--- src/rtl/sbh_pkg.sv ---
// sbh_pkg: shared types, constants and state encodings for the sonar ball-height pid block
// no dependencies; used by every file under rtl
package sbh_pkg;

  // field widths
  localparam int ADC_W    = 16;
  localparam int ECHO_W   = 16;
  localparam int GAIN_W   = 24;
  localparam int IVL_W    = 10;
  localparam int TARGET_W = 7;
  localparam int DIST_W   = 17;
  localparam int ERR_W    = 18;
  localparam int INTEG_W  = 48;
  localparam int CFG_IDX_W = 2;

  // parameter defaults
  localparam int PWM_BITS_DEF    = 10;
  localparam int ECHO_MAX_US_DEF = 18500;
  localparam int QUEUE_DEPTH_DEF = 2;

  // target scaling
  localparam int ADC_LIMIT   = 2048;
  localparam int ADC_FULL    = 2047;
  localparam int TARGET_SPAN = 80;
  localparam int TARGET_BASE = 10;

  // distance scaling: echo * 256 / 58 == (echo << 7) / 29
  localparam int CM_DIVISOR   = 58;
  localparam int DIST_DIV     = CM_DIVISOR / 2;
  localparam int RECIP_SHIFT  = 28;
  localparam int RECIP_W      = 24;
  localparam logic [RECIP_W-1:0] DIST_RECIP =
    RECIP_W'(((64'd1 << RECIP_SHIFT) + 64'(DIST_DIV) - 64'd1) / 64'(DIST_DIV));
  localparam int DIST_MAX     = 131071;

  // derivative divider
  localparam int DIV_BITS  = 42;
  localparam int DIV_CNT_W = 6;

  // register reset values
  localparam logic [GAIN_W-1:0] GAIN_P_RST   = 24'd6400;
  localparam logic [GAIN_W-1:0] GAIN_I_RST   = 24'd1280;
  localparam logic [GAIN_W-1:0] GAIN_D_RST   = 24'd2048000;
  localparam logic [IVL_W-1:0]  INTERVAL_RST = 10'd23;

  typedef enum logic [CFG_IDX_W-1:0] {
    CFG_GAIN_P,
    CFG_GAIN_I,
    CFG_GAIN_D,
    CFG_INTERVAL
  } sbh_cfg_idx_t;

  typedef struct packed {
    logic [GAIN_W-1:0] gain_p;
    logic [GAIN_W-1:0] gain_i;
    logic [GAIN_W-1:0] gain_d;
    logic [IVL_W-1:0]  interval_ms;
  } sbh_cfg_t;

  typedef struct packed {
    logic [TARGET_W-1:0] target_cm;
    logic [DIST_W-1:0]   distance_q8;
  } sbh_job_t;

  typedef enum logic [1:0] {
    F_IDLE,
    F_MUL,
    F_FIX
  } sbh_front_state_t;

  typedef enum logic [3:0] {
    B_IDLE,
    B_ERR,
    B_MUL,
    B_INT,
    B_IMUL,
    B_IADD,
    B_DIV,
    B_SUM1,
    B_SUM2,
    B_OUT
  } sbh_back_state_t;

endpackage

--- src/rtl/sbh_front.sv ---
// sbh_front: takes a request, decodes target and distance, pushes a job to the queue
// depends on sbh_pkg
module sbh_front #(
  parameter int ECHO_MAX_US = sbh_pkg::ECHO_MAX_US_DEF
) (
  input  logic                            clk,
  input  logic                            rst_n,
  input  logic                            in_valid,
  output logic                            in_stall,
  input  logic [sbh_pkg::ADC_W-1:0]       in_adc_word,
  input  logic [sbh_pkg::ECHO_W-1:0]      in_echo_width_us,
  input  logic                            q_full,
  output logic                            q_push,
  output sbh_pkg::sbh_job_t               q_job
);

  localparam logic [sbh_pkg::ECHO_W-1:0] ECHO_CAP = sbh_pkg::ECHO_W'(ECHO_MAX_US);
  localparam int Y_W  = sbh_pkg::ECHO_W + 7;
  localparam int X_W  = 18;
  localparam int RP_W = Y_W + sbh_pkg::RECIP_W;
  localparam int QD_W = RP_W - sbh_pkg::RECIP_SHIFT;

  sbh_pkg::sbh_front_state_t state_r, state_nxt;

  logic [X_W-1:0]  x_r;
  logic [Y_W-1:0]  y_r;
  logic [RP_W-1:0] rprod_r;
  logic [sbh_pkg::TARGET_W-1:0] tq0_r;

  logic [15:0] swapped;
  logic [11:0] v_raw, v_clip;
  logic [X_W-1:0] x_c;
  logic [sbh_pkg::ECHO_W-1:0] echo_cap_c;
  logic accept;

  logic [QD_W-1:0] qd_c, dq_c;
  logic [23:0]     qd29_c;
  logic [X_W-1:0]  tr_c;
  logic [sbh_pkg::TARGET_W-1:0] tq_c;

  assign accept = in_valid && !in_stall;

  // byte swap, drop the four low bits, out-of-range reads as zero
  assign swapped    = {in_adc_word[7:0], in_adc_word[15:8]};
  assign v_raw      = swapped[15:4];
  assign v_clip     = (v_raw > 12'(sbh_pkg::ADC_LIMIT)) ? 12'd0 : v_raw;
  // v * 80 as two shifts
  assign x_c        = {v_clip, 6'b0} + {2'b0, v_clip, 4'b0};
  assign echo_cap_c = (in_echo_width_us > ECHO_CAP) ? ECHO_CAP : in_echo_width_us;

  // reciprocal estimate is q or q+1
  assign qd_c   = rprod_r[RP_W-1:sbh_pkg::RECIP_SHIFT];
  assign qd29_c = 24'(qd_c) * 24'(sbh_pkg::DIST_DIV);
  assign dq_c   = ({1'b0, y_r} < qd29_c) ? (qd_c - QD_W'(1)) : qd_c;

  // x / 2047 is x >> 11 or one more
  assign tr_c = x_r - ({tq0_r, 11'b0} - X_W'(tq0_r));
  assign tq_c = (tr_c >= X_W'(sbh_pkg::ADC_FULL)) ? (tq0_r + 7'd1) : tq0_r;

  always_comb begin
    state_nxt = state_r;
    case (state_r)
      sbh_pkg::F_IDLE: if (in_valid) state_nxt = sbh_pkg::F_MUL;
      sbh_pkg::F_MUL:  state_nxt = sbh_pkg::F_FIX;
      sbh_pkg::F_FIX:  if (!q_full) state_nxt = sbh_pkg::F_IDLE;
      default:         state_nxt = sbh_pkg::F_IDLE;
    endcase
  end

  always_comb begin
    in_stall = 1'b1;
    q_push   = 1'b0;
    case (state_r)
      sbh_pkg::F_IDLE: in_stall = 1'b0;
      sbh_pkg::F_FIX:  q_push = !q_full;
      default: begin
        in_stall = 1'b1;
        q_push   = 1'b0;
      end
    endcase
  end

  always_comb begin
    q_job.target_cm   = tq_c + 7'(sbh_pkg::TARGET_BASE);
    q_job.distance_q8 = (dq_c > QD_W'(sbh_pkg::DIST_MAX)) ?
                        sbh_pkg::DIST_W'(sbh_pkg::DIST_MAX) : dq_c[sbh_pkg::DIST_W-1:0];
  end

  always_ff @(posedge clk) begin
    if (!rst_n) begin
      state_r <= sbh_pkg::F_IDLE;
    end else begin
      state_r <= state_nxt;
    end
  end

  always_ff @(posedge clk) begin
    if (accept) begin
      x_r <= x_c;
      y_r <= {echo_cap_c, 7'b0};
    end
    if (state_r == sbh_pkg::F_MUL) begin
      rprod_r <= RP_W'(y_r) * RP_W'(sbh_pkg::DIST_RECIP);
      tq0_r   <= x_r[X_W-1:11];
    end
  end

`ifndef SYNTHESIS
  // one request at a time: front goes busy right after taking one
  a_busy_after_accept: assert property (@(posedge clk) disable iff (!rst_n)
    accept |=> in_stall)
    else $error("front took a request without going busy");
`endif

endmodule

--- config.mk ---
export PLATFORM = sky130hd
export DESIGN_NAME = sbh_front
export DESIGN_NICKNAME = d
export VERILOG_FILES = /design/src/rtl/sbh_pkg.sv /design/src/rtl/sbh_front.sv
export SDC_FILE = /design/constraint.sdc
export NUM_CORES = 1
export LEC_CHECK = 0
export BUFFER_PORTS_ARGS = -buffer_cell sky130_fd_sc_hd__buf_2
export CORE_MARGIN = 2
export CORE_UTILIZATION = 65
export CTS_BUF_LIST = sky130_fd_sc_hd__clkbuf_4 sky130_fd_sc_hd__clkbuf_8 sky130_fd_sc_hd__clkbuf_16
export CTS_CLUSTER_DIAMETER = 60
export CTS_CLUSTER_SIZE = 10
export DETAILED_ROUTE_END_ITERATION = 8
export PLACE_DENSITY = 0.84
export SYNTH_ARGS = -nofsm -noshare
export SYNTH_HDL_FRONTEND = slang
export SYNTH_SLANG_ARGS = --single-unit
--- constraint.sdc ---
create_clock -name clk -period 8.7 [get_ports clk]
set_clock_uncertainty 0.2 [all_clocks]
set_input_delay 1.305 -clock clk [delete_from_list [all_inputs] [get_ports clk]]
set_output_delay 1.305 -clock clk [all_outputs]
set_load 0.02 [all_outputs]
==> out/metrics.cfg <==
[place]
port_buffers = 57
placed_area_sq_mm = 0.01328
dp_hpwl_mm = 22.53
place_congestion = 0.9121

[hold_path]
hold_start = x_r[16]$_DFFE_PP_
hp-class = reg -> reg
hold_depth = 0
holdPathEnd = tq0_r[5]$_DFFE_PN_

[critical_path]
end_kind = primary output
rr_worst_depth = 19
worstPathArrival_ps = 6510
timing.rr.start = y_r[14]$_SDFFCE_PN0P_
start_kind = flop
crit_family = compound AO/OA/AOI/OAI gates
critPathRequiredTime_ps = 7190
r2r_end = rprod_r[46]$_DFFE_PN_
crit_buf_inv = 4
cp_max_fo = 20
startpoint = rprod_r[30]$_DFFE_PN_
reg2reg_slack_ps = 1370
crit_slowest_cell = o21ai_2
path_class = reg -> out
cp_slowest_stage_delay_ps = 640

[global_routing]
grt_max_degree = 31
grt_usage_pct = 28.38
grt_pass1_wl_mm = 46.13
antenna_found_initial = 0
overflow = 0
grt_pass1_vias = 10070

[layout]
multi_input_area_sq_mm = 0.009787
final.fill_count = 1414
final_layout_size_suffix_gt1_share_pct = 7.112
stdcell_area_sq_mm = 0.01356
post-route-util_pct = 70.14
ff_latch_area_sq_mm = 0.001722
area_growth_pct = 6.757
num-nets-final = 1837
antenna_cells = 0

[floorplanning]
fp.dieH_um = 143.8
start_util_pct = 65.70
die_x_um = 143.8
rows = 51
ios = 62
dieArea_sq_mm = 0.02068
core_area_sq_mm = 0.01933

[clock_tree]
htreeDepth = 3
clock_latency_ps = 340
cts_made_buffers = 9
cts.path.max_buffers = 2
cts_tree = yes
cts_sinks = 58
cts_setup_buffers = 0
cts_root_buf = clkbuf_16
cts.clk_slew.worst_paths_ps = 50

[route]
routed_via_density = 5.677
drc = 0
drt_iter0_drc = 507
ant_nets = 0
drt-total-wl_mm = 26.79
drtPass1Iterations = 5
routedWlPerCell_um = 16.30
via_count = 9328

[timing]
setup_tns_ps = 0
rsz0062_at_grt = false
hold_viol = 0
setup_viol = 0
fmax_mhz = 124.7
maxSlewViolCount = 0
relSlewSlack_pct = 46.80
tightestPinTransition_ps = 795.1
period_needed_ps = 8019
finalCritPeriodShare_pct = 92.17

[synthesis]
synthTopCellsByCount = inv_1, ha_1, fa_1
synth_area_leader_cell = ha_1
synth_seq_cells = 58
synth_area_per_cell_sq_um = 9.653
synth_area_leaders = ha_1, fa_1, edfxtp_1, inv_1, xnor2_1
syn_area_sq_mm = 0.01270
synth_nets = 1780
netlist-cell-type-count = 68
ys_seq_area_share_pct = 13.55
synth_top_area_share_pct = 26.79
synth_warnings = 0
synthArstFlopShare_pct = 0
synth-edff-count = 56
yosysMostFrequentCell = inv_1
postSynthCellCount = 1316
synth_flop_cell = edfxtp_1

[status]
outcome = finished clean

[run]
cap_violations = 0

-- area by class of cell --
class                   count  share of cell area, %
clock inverters             5                 0.2214
clock buffers              11                  1.818
repair buffers             62                  2.380
well taps                 265                  2.445
flip-flops and latches     58                  12.69
multi-input cells         943                  72.17
inverters                 299                  8.276
-- per-stage QoR --
step,setup slack (ps),hold slack (ps),std cells
final,681.1,264.2,1643
after CTS,291.1,266.9,1643
after floorplan,1400,233.4,1316
after global placement,850.7,242.2,1627
after detailed placement,657.4,250.6,1627
after global routing,260.1,278.6,1643
-- worst max-delay path by stage --
stage / end / cells past startpoint
after global routing: q_job[9] / 28
final: q_job[9] / 28
after CTS: q_job[10] / 28
after detailed placement: q_job[10] / 28
after global placement: q_job[9] / 28
after floorplan: q_job[7] / 28
-- repair_timing --
item / in CTS / in global routing
hold buffers: 0 / 0
endpoints found under the setup margin: 0 / 16
resized for setup: 0 / 1
-- registers in the layout, summed over array words and instances, names as in the netlist --
signal and flops:
state_r 2, rprod_r 19, x_r 14, tq0_r 7, y_r 16
-- cells in the final DEF (no fill, tap or decap), types with 6 or more instances in the layout --
cell type | netlist | routed
edfxtp_1 | 56 | 56
o211ai_1 | 10 | 10
xnor2_1 | 39 | 39
nor3_1 | 17 | 17
a21oi_1 | 59 | 59
o22ai_1 | 12 | 12
nand2_1 | 43 | 43
nand3_1 | 12 | 12
nor2b_1 | 25 | 24
or2_2 | 7 | 7
ha_1 | 272 | 272
fa_1 | 156 | 156
clkbuf_16 | 0 | 9
o21ai_0 | 36 | 36
inv_1 | 299 | 299
buf_2 | 2 | 57
nand4_1 | 9 | 9
nand2b_1 | 16 | 16
a21o_1 | 26 | 26
nor2_1 | 44 | 43
o21ai_1 | 7 | 6
and2_1 | 18 | 18
and3_1 | 16 | 16
a211oi_1 | 9 | 9
xor2_1 | 18 | 18
mux2i_1 | 10 | 10
-- kinds of logic (layout without fill, tap and decap cells) --
group                    Yosys count  after routing  synth area share, %
XOR/XNOR                          58             58                4.058
other                              1              1              0.02952
buffers and inverters            315            377                9.475
multiplexers                      10             10               0.7880
flip-flops                        58             58                13.55
adder cells (fa/ha/maj)          428            428                51.37
AND/OR/NAND/NOR                  239            239                10.08
AO/OA/AOI/OAI                    207            207                10.65
-- per-layer routing --
| metal | share of wire, % | track usage, % | up-vias |
|---|---|---|---|
| li1 | - | - | 4482 |
| met2 | 50 | 50.30 | 282 |
| met5 | 0 | 0 | - |
| met4 | 2.8 | 9.907 | 0 |
| met1 | 42 | 34.73 | 4505 |
| met3 | 5.7 | 5.232 | 59 |
Power is left out: the tool's default activity adds up to more than one toggle a clock period on the data nets, which glitch-free logic cannot reach.
