==> src/rtl/sbh_pkg.sv <==
// sbh_pkg: shared types, constants and state encodings for the sonar ball-height pid block
// no dependencies; used by every file under rtl
package sbh_pkg;

  // field widths
  localparam int ADC_W    = 16;
  localparam int ECHO_W   = 16;
  localparam int GAIN_W   = 24;
  localparam int IVL_W    = 10;
  localparam int TARGET_W = 7;
  localparam int DIST_W   = 17;
  localparam int ERR_W    = 18;
  localparam int INTEG_W  = 48;
  localparam int CFG_IDX_W = 2;

  // parameter defaults
  localparam int PWM_BITS_DEF    = 10;
  localparam int ECHO_MAX_US_DEF = 18500;
  localparam int QUEUE_DEPTH_DEF = 2;

  // target scaling
  localparam int ADC_LIMIT   = 2048;
  localparam int ADC_FULL    = 2047;
  localparam int TARGET_SPAN = 80;
  localparam int TARGET_BASE = 10;

  // distance scaling: echo * 256 / 58 == (echo << 7) / 29
  localparam int CM_DIVISOR   = 58;
  localparam int DIST_DIV     = CM_DIVISOR / 2;
  localparam int RECIP_SHIFT  = 28;
  localparam int RECIP_W      = 24;
  localparam logic [RECIP_W-1:0] DIST_RECIP =
    RECIP_W'(((64'd1 << RECIP_SHIFT) + 64'(DIST_DIV) - 64'd1) / 64'(DIST_DIV));
  localparam int DIST_MAX     = 131071;

  // derivative divider
  localparam int DIV_BITS  = 42;
  localparam int DIV_CNT_W = 6;

  // register reset values
  localparam logic [GAIN_W-1:0] GAIN_P_RST   = 24'd6400;
  localparam logic [GAIN_W-1:0] GAIN_I_RST   = 24'd1280;
  localparam logic [GAIN_W-1:0] GAIN_D_RST   = 24'd2048000;
  localparam logic [IVL_W-1:0]  INTERVAL_RST = 10'd23;

  typedef enum logic [CFG_IDX_W-1:0] {
    CFG_GAIN_P,
    CFG_GAIN_I,
    CFG_GAIN_D,
    CFG_INTERVAL
  } sbh_cfg_idx_t;

  typedef struct packed {
    logic [GAIN_W-1:0] gain_p;
    logic [GAIN_W-1:0] gain_i;
    logic [GAIN_W-1:0] gain_d;
    logic [IVL_W-1:0]  interval_ms;
  } sbh_cfg_t;

  typedef struct packed {
    logic [TARGET_W-1:0] target_cm;
    logic [DIST_W-1:0]   distance_q8;
  } sbh_job_t;

  typedef enum logic [1:0] {
    F_IDLE,
    F_MUL,
    F_FIX
  } sbh_front_state_t;

  typedef enum logic [3:0] {
    B_IDLE,
    B_ERR,
    B_MUL,
    B_INT,
    B_IMUL,
    B_IADD,
    B_DIV,
    B_SUM1,
    B_SUM2,
    B_OUT
  } sbh_back_state_t;

endpackage

==> src/rtl/sbh_queue.sv <==
// sbh_queue: small register fifo of decoded jobs between front and back
// depends on sbh_pkg
module sbh_queue #(
  parameter int DEPTH = sbh_pkg::QUEUE_DEPTH_DEF
) (
  input  logic              clk,
  input  logic              rst_n,
  input  logic              push,
  input  sbh_pkg::sbh_job_t push_job,
  input  logic              pop,
  output sbh_pkg::sbh_job_t pop_job,
  output logic              full,
  output logic              empty
);

  localparam int PTR_W = (DEPTH > 1) ? $clog2(DEPTH) : 1;
  localparam int CNT_W = PTR_W + 1;

  sbh_pkg::sbh_job_t entry_r [DEPTH];
  logic [PTR_W-1:0] wr_ptr_r, wr_ptr_nxt, rd_ptr_r, rd_ptr_nxt;
  logic [CNT_W-1:0] count_r, count_nxt;

  assign full    = (count_r == CNT_W'(DEPTH));
  assign empty   = (count_r == '0);
  assign pop_job = entry_r[rd_ptr_r];

  always_comb begin
    wr_ptr_nxt = wr_ptr_r;
    rd_ptr_nxt = rd_ptr_r;
    count_nxt  = count_r;
    if (push) begin
      wr_ptr_nxt = (wr_ptr_r == PTR_W'(DEPTH - 1)) ? '0 : wr_ptr_r + PTR_W'(1);
    end
    if (pop) begin
      rd_ptr_nxt = (rd_ptr_r == PTR_W'(DEPTH - 1)) ? '0 : rd_ptr_r + PTR_W'(1);
    end
    if (push && !pop) begin
      count_nxt = count_r + CNT_W'(1);
    end else if (pop && !push) begin
      count_nxt = count_r - CNT_W'(1);
    end
  end

  always_ff @(posedge clk) begin
    if (!rst_n) begin
      wr_ptr_r <= '0;
      rd_ptr_r <= '0;
      count_r  <= '0;
    end else begin
      wr_ptr_r <= wr_ptr_nxt;
      rd_ptr_r <= rd_ptr_nxt;
      count_r  <= count_nxt;
    end
  end

  always_ff @(posedge clk) begin
    if (push) begin
      entry_r[wr_ptr_r] <= push_job;
    end
  end

`ifndef SYNTHESIS
  a_no_overflow: assert property (@(posedge clk) disable iff (!rst_n)
    push |-> (!full || pop))
    else $error("push into full queue");
  a_no_underflow: assert property (@(posedge clk) disable iff (!rst_n)
    pop |-> !empty)
    else $error("pop from empty queue");
  a_count_bound: assert property (@(posedge clk) disable iff (!rst_n)
    count_r <= CNT_W'(DEPTH))
    else $error("queue count past depth");
`endif

endmodule

==> config.mk <==
export PLATFORM = sky130hd
export DESIGN_NAME = sbh_queue
export DESIGN_NICKNAME = d
export VERILOG_FILES = /design/src/rtl/sbh_pkg.sv /design/src/rtl/sbh_queue.sv
export SDC_FILE = /design/constraint.sdc
export NUM_CORES = 1
export LEC_CHECK = 0
export ABC_CLOCK_PERIOD_IN_PS = 3600
export BUFFER_PORTS_ARGS = -buffer_cell sky130_fd_sc_hd__buf_4
export CAP_MARGIN = 20
export CELL_PAD_IN_SITES_DETAIL_PLACEMENT = 0
export CELL_PAD_IN_SITES_GLOBAL_PLACEMENT = 1
export CORE_MARGIN = 10
export CORE_UTILIZATION = 46
export DETAILED_ROUTE_END_ITERATION = 8
export PLACE_DENSITY_LB_ADDON = 0.3
export SLEW_MARGIN = 5
export SYNTH_ARGS = -nofsm -noshare
export SYNTH_HDL_FRONTEND = slang
export SYNTH_SLANG_ARGS = --single-unit
==> constraint.sdc <==
create_clock -name clk -period 3.6 [get_ports clk]
set_input_delay 0.18 -clock clk [delete_from_list [all_inputs] [get_ports clk]]
set_output_delay 0.18 -clock clk [all_outputs]
set_load 0.005 [all_outputs]
==> flow_summary_export.csv, run 1 <==
group,metric,value,unit
global_route,maximum_number_of_pins_on_one_net_before_global_route_repair,25,
timing,max_slew_margin,29.4,%
die,cell_row_count,23,
power_and_ir_drop,power.density,477,mW/mm^2
power_and_ir_drop,power_frac_comb,12.5,%
worst_setup_path,worstPathCellList,"mux2_2, buf_4",
min_path,timing.hold.worst_path_depth,1,
placement,place_congestion,0.705,
clock_tree,cts_setup_buffers,0,
global_route,grt_antenna_before_repair,0,
timing,finalSetupTns,0,ns
yosys,yosys_warnings,0,
worst_setup_path,critical_path_class,"reg -> out",
clock_tree,htree_levels,2,
worst_setup_path,sort_of_element_at_the_start_of_the_critical_path,"register",
placement,port-buffer-count,53,
routing,drtIter0Drc,49,
clock_tree,cts_hold_buffers,0,
routing,postRouteAntennaNets,0,
power_and_ir_drop,power.static_leakage,0.945,nW
routing,detail_route.drc_violations,0,
clock_tree,ctsRootBufferMaster,"sky130_fd_sc_hd__clkbuf_8",
yosys,yosys_register_bits,53,
routing,wl_per_cell,16.6,um
worst_setup_path,crit_path_end_kind,"primary output",
layout,area_growth,28.4,%
worst_setup_path,cpMaxStageDelayCell,"sky130_fd_sc_hd__dfxtp_1",
timing,setup_viol,0,
global_route,overall_global_routing_resource_usage,9.57,%
timing,fin_worst_skew,0.00199,ns
yosys,synth_top_area_share,73.9,%
global_route,number_of_global_route_vias_before_repair,1117,
power_and_ir_drop,seq_power_share,60.9,%
worst_setup_path,worstPathMaxFanout,24,
yosys,post_synth_main_area_contributors,"sky130_fd_sc_hd__edfxtp_1, sky130_fd_sc_hd__mux2_2, sky130_fd_sc_hd__dfxtp_1",
yosys,yosys.area.top_type,"sky130_fd_sc_hd__edfxtp_1",
routing,drt_pass1_iterations,4,
placement,postPlaceCellArea,0.00240,sq mm
worst_setup_path,cpLargestDelayFamily,"flip-flops",
die,io_pins,54,
clock_tree,cts_tree,"built",
power_and_ir_drop,clockPowerShare,26.6,%
min_path,worstHoldEndpoint,"entry_r[1][22]$_DFFE_PP_",
die,floorplan.die.width,85.1,um
worst_setup_path,rr_endpoint,"entry_r[0][6]$_DFFE_PP_",
die,fp.dieArea,0.00725,sq mm
timing,layout_worst_path_cycle_share,57.5,%
die,die_boundary_height,85.1,um
clock_tree,clkLatencyLatePin,0.30,ns
timing,worst_slack,1.53,ns
timing,tightest_slew,1.06,ns
yosys,syn-cell-area,0.00195,sq mm
timing,final_hold_viol_count,0,
worst_setup_path,reg2reg_slack,2.09,ns
yosys,synth.avg_cell_area,20.1,sq um
placement,half_perimeter_wire_length_after_detailed_placement,2530,um
worst_setup_path,cp_data_arrival_time,1.89,ns
routing,wire_length_after_detailed_routing,3440,um
power_and_ir_drop,p_sw,0.000254,W
yosys,synth-seq-area-share,79.0,%
power_and_ir_drop,internal_power,0.000941,W
worst_setup_path,cp_num_buf_inv,1,
clock_tree,clk_transition_reported_paths,0.09,ns
power_and_ir_drop,power.switching_fraction,21.2,%
power_and_ir_drop,max-vdd-ir-drop,303,uV
clock_tree,num_cts_buffers,5,
worst_setup_path,cp_data_required_time,3.42,ns
yosys,post_synth_num_cell_types,17,
clock_tree,cts.sinks,53,
timing,maxClockFrequency,483,MHz
layout,post_layout_nets,185,
layout,antenna_cells_inserted,0,
global_route,grt_first_pass_wirelength,5450,um
min_path,holdCritStartpoint,"push_job[22]",
worst_setup_path,rr_startpoint,"wr_ptr_r$_SDFFE_PN0P_",
yosys,synth_nets,126,
die,floorplan.initialDensity,48.1,%
routing,routed-via-count,1007,
flow_run,max_cap_violations,0,
die,core_area,0.00406,sq mm
routing,vias_per_cell,4.86,
timing,grt_setup_unrepaired,"false",
worst_setup_path,worstRegToRegCells,2,
timing,shortest_clock_period_the_worst_path_allows_after_layout,2.07,ns
layout,layout.cell_area.non_filler,0.00250,sq mm
global_route,global_route.overflow_total,0,
timing,final-max-slew-violation-count,0,
yosys,post_synth_inst_count,97,
clock_tree,clk_path_buf_depth,2,
placement,place_ws,1.80,ns
power_and_ir_drop,p_total,0.00119,W
worst_setup_path,critPathMaxStageDelay,1.03,ns
outcome,run_status,"completed",
min_path,min_path_type,"in -> reg",
layout,post_route_cells_drive_above_1_share,56.1,%
clock_tree,cts-resized-gates,0,
==> Yosys cell counts (all sizes together) <==
cell    instances
dfxtp           5
mux2           24
edfxtp         48
o21a            1
xor2            2
nor2            1
ha              1
and2            4
nor2b           2
buf             3
o21ai           1
or3             1
inv             1
xnor2           1
a21boi          1
and2b           1
==> layout make-up <==
cell class                 count  area [sq um]
timing repair buffer          55           420
clock buffer                   6          72.6
fill                         305          1550
sequential                    53          1540
clock inverter                 2          15.0
multi-input combinational     40           388
tap                           50          62.6
inverter                       1          3.75
==> power groups by stage <==
stage	registers [W]	clock network, W	logic, W
6_report	0.000728	0.000317	0.000150
5_1_grt	0.000733	0.000355	0.000164
3_3_place_gp	0.000741	0	0.000147
3_5_place_dp	0.000744	0	0.000151
4_1_cts	0.000729	0.000327	0.000152
2_1_floorplan	0.000730	0	0.0000751
==> logic make-up (layout without fill, tap and decap cells) <==
kind of cell             after synthesis  in the layout  share of synthesized area, %
AO/OA/AOI/OAI                          3              3                          1.03
XOR/XNOR                               3              3                          1.35
adder cells (fa/ha/maj)                1              1                         0.641
buffers and inverters                  4             64                          1.22
flip-flops                            53             53                          79.0
multiplexers                          24             24                          13.9
AND/OR/NAND/NOR                        9              9                          2.89
==> registers in the layout (all words and copies together) (netlist names), named ones only <==
register / cells
count_r: 2
entry_r: 48
wr_ptr_r: 1
rd_ptr_r: 1
==> per-layer routing <==
metal	vias up	track usage [%]	wire [um]
met5	-	0	0
li1	485	-	-
met1	484	10.4	1390
met3	5	4.97	264
met4	0	3.14	42
met2	33	15.7	1740
==> per-stage QoR <==
| stage | std cells | utilization [%] | hold WS, ns |
|---|---|---|---|
| floorplan | 97 | - | 0.279 |
| global placement | 198 | 59.2 | 0.365 |
| detailed placement | 198 | 59.2 | 0.368 |
| CTS | 206 | 61.3 | 0.0514 |
| global route | 207 | 61.7 | 0.0427 |
| finish | 207 | 61.7 | 0.0627 |
==> worst max path at each step <==
stage,start,to,slack (ns),cells past startpoint
after floorplan,wr_ptr_r$_SDFFE_PN0P_,entry_r[0][0]$_DFFE_PP_,1.76,1
after global placement,register,pop_job[16],1.82,2
after detailed placement,register,pop_job[9],1.80,2
after CTS,register,pop_job[21],1.46,2
after global routing,register,pop_job[16],1.40,2
final,register,pop_job[12],1.53,2
==> placed cells by master, fill, tap and decap left out, drive strengths merged <==
cell type	instances
a21boi	1
and2	4
and2b	1
buf	55
clkbuf	6
clkinvlp	2
dfxtp	5
edfxtp	48
ha	1
inv	1
mux2	24
nor2	1
nor2b	2
o21a	1
o21ai	1
or3	1
xnor2	1
xor2	2
Power figures use the tool's default switching activity.
==> inputs of run 2 (changes only) <==
Settings changed: ABC_AREA set to 1, ABC_CLOCK_PERIOD_IN_PS 3600 to 2150, CORE_UTILIZATION 46 to 43.
Clock period 3.6 ns to 2.15 ns, I/O delays scaled along.
==> run 2 against run 1 <==
Effect of this change: synthesized cell count is 13% higher; power is 79% higher; count of clock-buffer cells in the layout stayed put; largest cell class unchanged; via count is 17% higher; core utilization is 0.61 points lower; global-route usage is 0.88 points higher; register-to-register slack worse by 1.1 ns; wire length is 14% higher; sequential share of layout area is 7.8 points lower; final cell count is 21% higher; clock power is 99% higher; area after synthesis is 5.9% higher.
==> flow_summary_export.csv, run 2 <==
group,metric,value,unit
yosys,synth_top_area_share,69.8,%
placement,postPlaceCellArea,0.00252,sq mm
yosys,post_synth_num_cell_types,14,
worst_setup_path,worstPathCellList,"buf_4, mux2_2, buf_4",
layout,layout.cells.most_common_list,"sky130_fd_sc_hd__buf_4, sky130_fd_sc_hd__edfxtp_1, sky130_fd_sc_hd__dlygate4sd3_1",
layout,layout_top_registers,"entry_r (48), count_r (2)",
global_route,overall_global_routing_resource_usage,10.4,%
die,die_boundary_height,89.3,um
flow_run,max_cap_violations,0,
yosys,synth_top_flop_cell,"sky130_fd_sc_hd__edfxtp_1",
clock_tree,ctsRootBufferMaster,"sky130_fd_sc_hd__clkbuf_8",
layout,fillerInstances,371,
routing,postRouteAntennaNets,0,
timing,worst_slack,0.628,ns
worst_setup_path,cp_data_required_time,2.04,ns
yosys,number_of_enable_flip_flop_cells_after_synthesis,48,
worst_setup_path,critPathMaxStageDelay,0.37,ns
routing,vias_per_cell,4.71,
timing,layout_worst_path_cycle_share,70.8,%
clock_tree,cts.sinks,53,
placement,place_congestion,0.674,
worst_setup_path,critical_path_class,"reg -> out",
timing,fin_worst_skew,0.00582,ns
timing,setup_viol,0,
clock_tree,num_cts_buffers,5,
min_path,timing.hold.worst_path_depth,3,
clock_tree,cts_tree,"built",
clock_tree,cts-resized-gates,0,
timing,final_hold_viol_count,0,
min_path,holdCritStartpoint,"rst_n",
power_and_ir_drop,power.static_leakage,1.18,nW
yosys,synth_nets,139,
layout,post_layout_nets,225,
worst_setup_path,cp_num_buf_inv,2,
clock_tree,clk_path_buf_depth,2,
worst_setup_path,crit_path_end_kind,"primary output",
timing,maxClockFrequency,657,MHz
routing,wl_per_cell,15.7,um
global_route,maximum_number_of_pins_on_one_net_before_global_route_repair,23,
placement,port-buffer-count,53,
global_route,grt_antenna_before_repair,0,
worst_setup_path,reg2reg_slack,0.96,ns
global_route,grt_first_pass_wirelength,6270,um
timing,tightest_slew,0.296,ns
timing,max_slew_margin,80.2,%
yosys,synth_most_common_cell,"sky130_fd_sc_hd__edfxtp_1",
routing,detail_route.drc_violations,0,
clock_tree,cts_setup_buffers,0,
clock_tree,clk_transition_reported_paths,0.08,ns
timing,finalSetupTns,0,ns
die,fp.dieArea,0.00798,sq mm
yosys,synth-seq-area-share,74.6,%
worst_setup_path,rr_startpoint,"wr_ptr_r$_SDFFE_PN0P_",
global_route,global_route.overflow_total,0,
layout,regMostFlops,"entry_r",
routing,drt_pass1_iterations,4,
worst_setup_path,sort_of_element_at_the_start_of_the_critical_path,"register",
clock_tree,htree_levels,2,
worst_setup_path,path_common_cell,"sky130_fd_sc_hd__buf_4",
min_path,worstHoldEndpoint,"wr_ptr_r$_SDFFE_PN0P_",
layout,area_growth,38.8,%
clock_tree,cts_hold_buffers,24,
die,cell_row_count,25,
worst_setup_path,cpLargestDelayFamily,"buffers and inverters",
routing,wire_length_after_detailed_routing,3940,um
layout,layout.cell_area.non_filler,0.00287,sq mm
worst_setup_path,rr_endpoint,"entry_r[1][1]$_DFFE_PP_",
worst_setup_path,cp_data_arrival_time,1.41,ns
global_route,number_of_global_route_vias_before_repair,1352,
outcome,run_status,"completed",
routing,drtIter0Drc,45,
yosys,post_synth_inst_count,110,
layout,largest_register_ffs,48,
yosys,postSynth.asyncResetShare,0,%
layout,post-route-util,61.1,%
power_and_ir_drop,power.density,747,mW/mm^2
yosys,synth.avg_cell_area,18.8,sq um
layout,post_route_cells_drive_above_1_share,45.2,%
yosys,yosys_register_bits,53,
die,io_pins,54,
worst_setup_path,worstRegToRegCells,3,
routing,routed-via-count,1181,
worst_setup_path,cpMaxStageDelayCell,"sky130_fd_sc_hd__mux2_2",
worst_setup_path,worstPathMaxFanout,15,
die,floorplan.die.width,89.3,um
timing,final-max-slew-violation-count,0,
die,floorplan.initialDensity,44.0,%
yosys,post_synth_main_area_contributors,"sky130_fd_sc_hd__edfxtp_1, sky130_fd_sc_hd__mux2_4, sky130_fd_sc_hd__dfxtp_1",
timing,shortest_clock_period_the_worst_path_allows_after_layout,1.52,ns
layout,layout_commonest_cell,"sky130_fd_sc_hd__buf_4",
timing,grt_setup_unrepaired,"false",
yosys,synth_top_cells_by_count,"sky130_fd_sc_hd__edfxtp_1, sky130_fd_sc_hd__mux2_4, sky130_fd_sc_hd__nor2_1",
placement,place_ws,0.935,ns
power_and_ir_drop,max-vdd-ir-drop,494,uV
layout,antenna_cells_inserted,0,
yosys,syn-cell-area,0.00207,sq mm
yosys,yosys.area.top_type,"sky130_fd_sc_hd__edfxtp_1",
die,core_area,0.00469,sq mm
placement,half_perimeter_wire_length_after_detailed_placement,2860,um
yosys,yosys_warnings,0,
clock_tree,clkLatencyLatePin,0.29,ns
min_path,min_path_type,"in -> reg",
[run 2: changes by cell type in the layout (fill, tap and decap cells not counted), sizes merged, moves of 3 or more]
cell	before	now
dlygate4sd3	0	24
nand2	0	8
nor2	1	9
inv	1	8
and2	4	0
buf	55	58
[run 2: kinds of logic after synthesis]
| family | synth area share (%) |
|---|---|
| buffers and inverters | 3.94 |
| DFF | 74.6 |
| adders and majority gates | 0.606 |
| AOI/OAI and AO/OA | 0.484 |
| muxes | 16.7 |
| and+or+nand+nor | 3.63 |
[run 2: cell type report]
cell class	count	area, sq um	area share, %
inverters	8	30.0	1.05
well taps	54	67.6	2.36
clock inverters	2	33.8	1.18
flip-flops and latches	53	1540	53.8
repair buffers	82	676	23.6
clock buffers	6	72.6	2.53
multi-input cells	46	445	15.5
[run 2: worst max path at each step]
| stage | start | endpoint | slack (ns) | cells past startpoint |
|---|---|---|---|---|
| 2_1_floorplan | wr_ptr_r$_SDFFE_PN0P_ | entry_r[0][0]$_DFFE_PP_ | 0.40 | 1 |
| 4_1_cts | register | pop_job[3] | 0.60 | 3 |
| 3_5_place_dp | register | pop_job[3] | 0.93 | 3 |
| 3_3_place_gp | register | pop_job[3] | 0.95 | 3 |
| 6_report | register | pop_job[3] | 0.63 | 3 |
| 5_1_grt | register | pop_job[3] | 0.56 | 3 |
[run 2: report_power, final]
part	internal [W]	leakage (nW)	switching, W
sequential	0.00119	0.492	0.0000179
clock	0.000344	0.0528	0.000288
combinational	0.000190	0.639	0.000117
[run 2: metal layers]
layer	GRT usage (%)	share of wire, %	up-vias
met4	3.47	1.3	0
met2	19.2	54	34
li1	-	-	570
met5	0	0	-
met1	10.2	37	572
met3	4.56	8.0	5
[run 2: through the flow]
stage	power, W	hold WS [ns]	instances
6_report	0.00214	0.0660	251
5_1_grt	0.00224	0.0595	251
4_1_cts	0.00217	0.0542	251
3_5_place_dp	0.00151	0.296	219
3_3_place_gp	0.00149	0.294	219
2_1_floorplan	0.00137	0.206	110
[run 2: worst min-delay path, stage by stage]
cell and delay (ns):
sky130_fd_sc_hd__buf_4 0.13, sky130_fd_sc_hd__nand2_1 0.06, sky130_fd_sc_hd__nor2_1 0.03
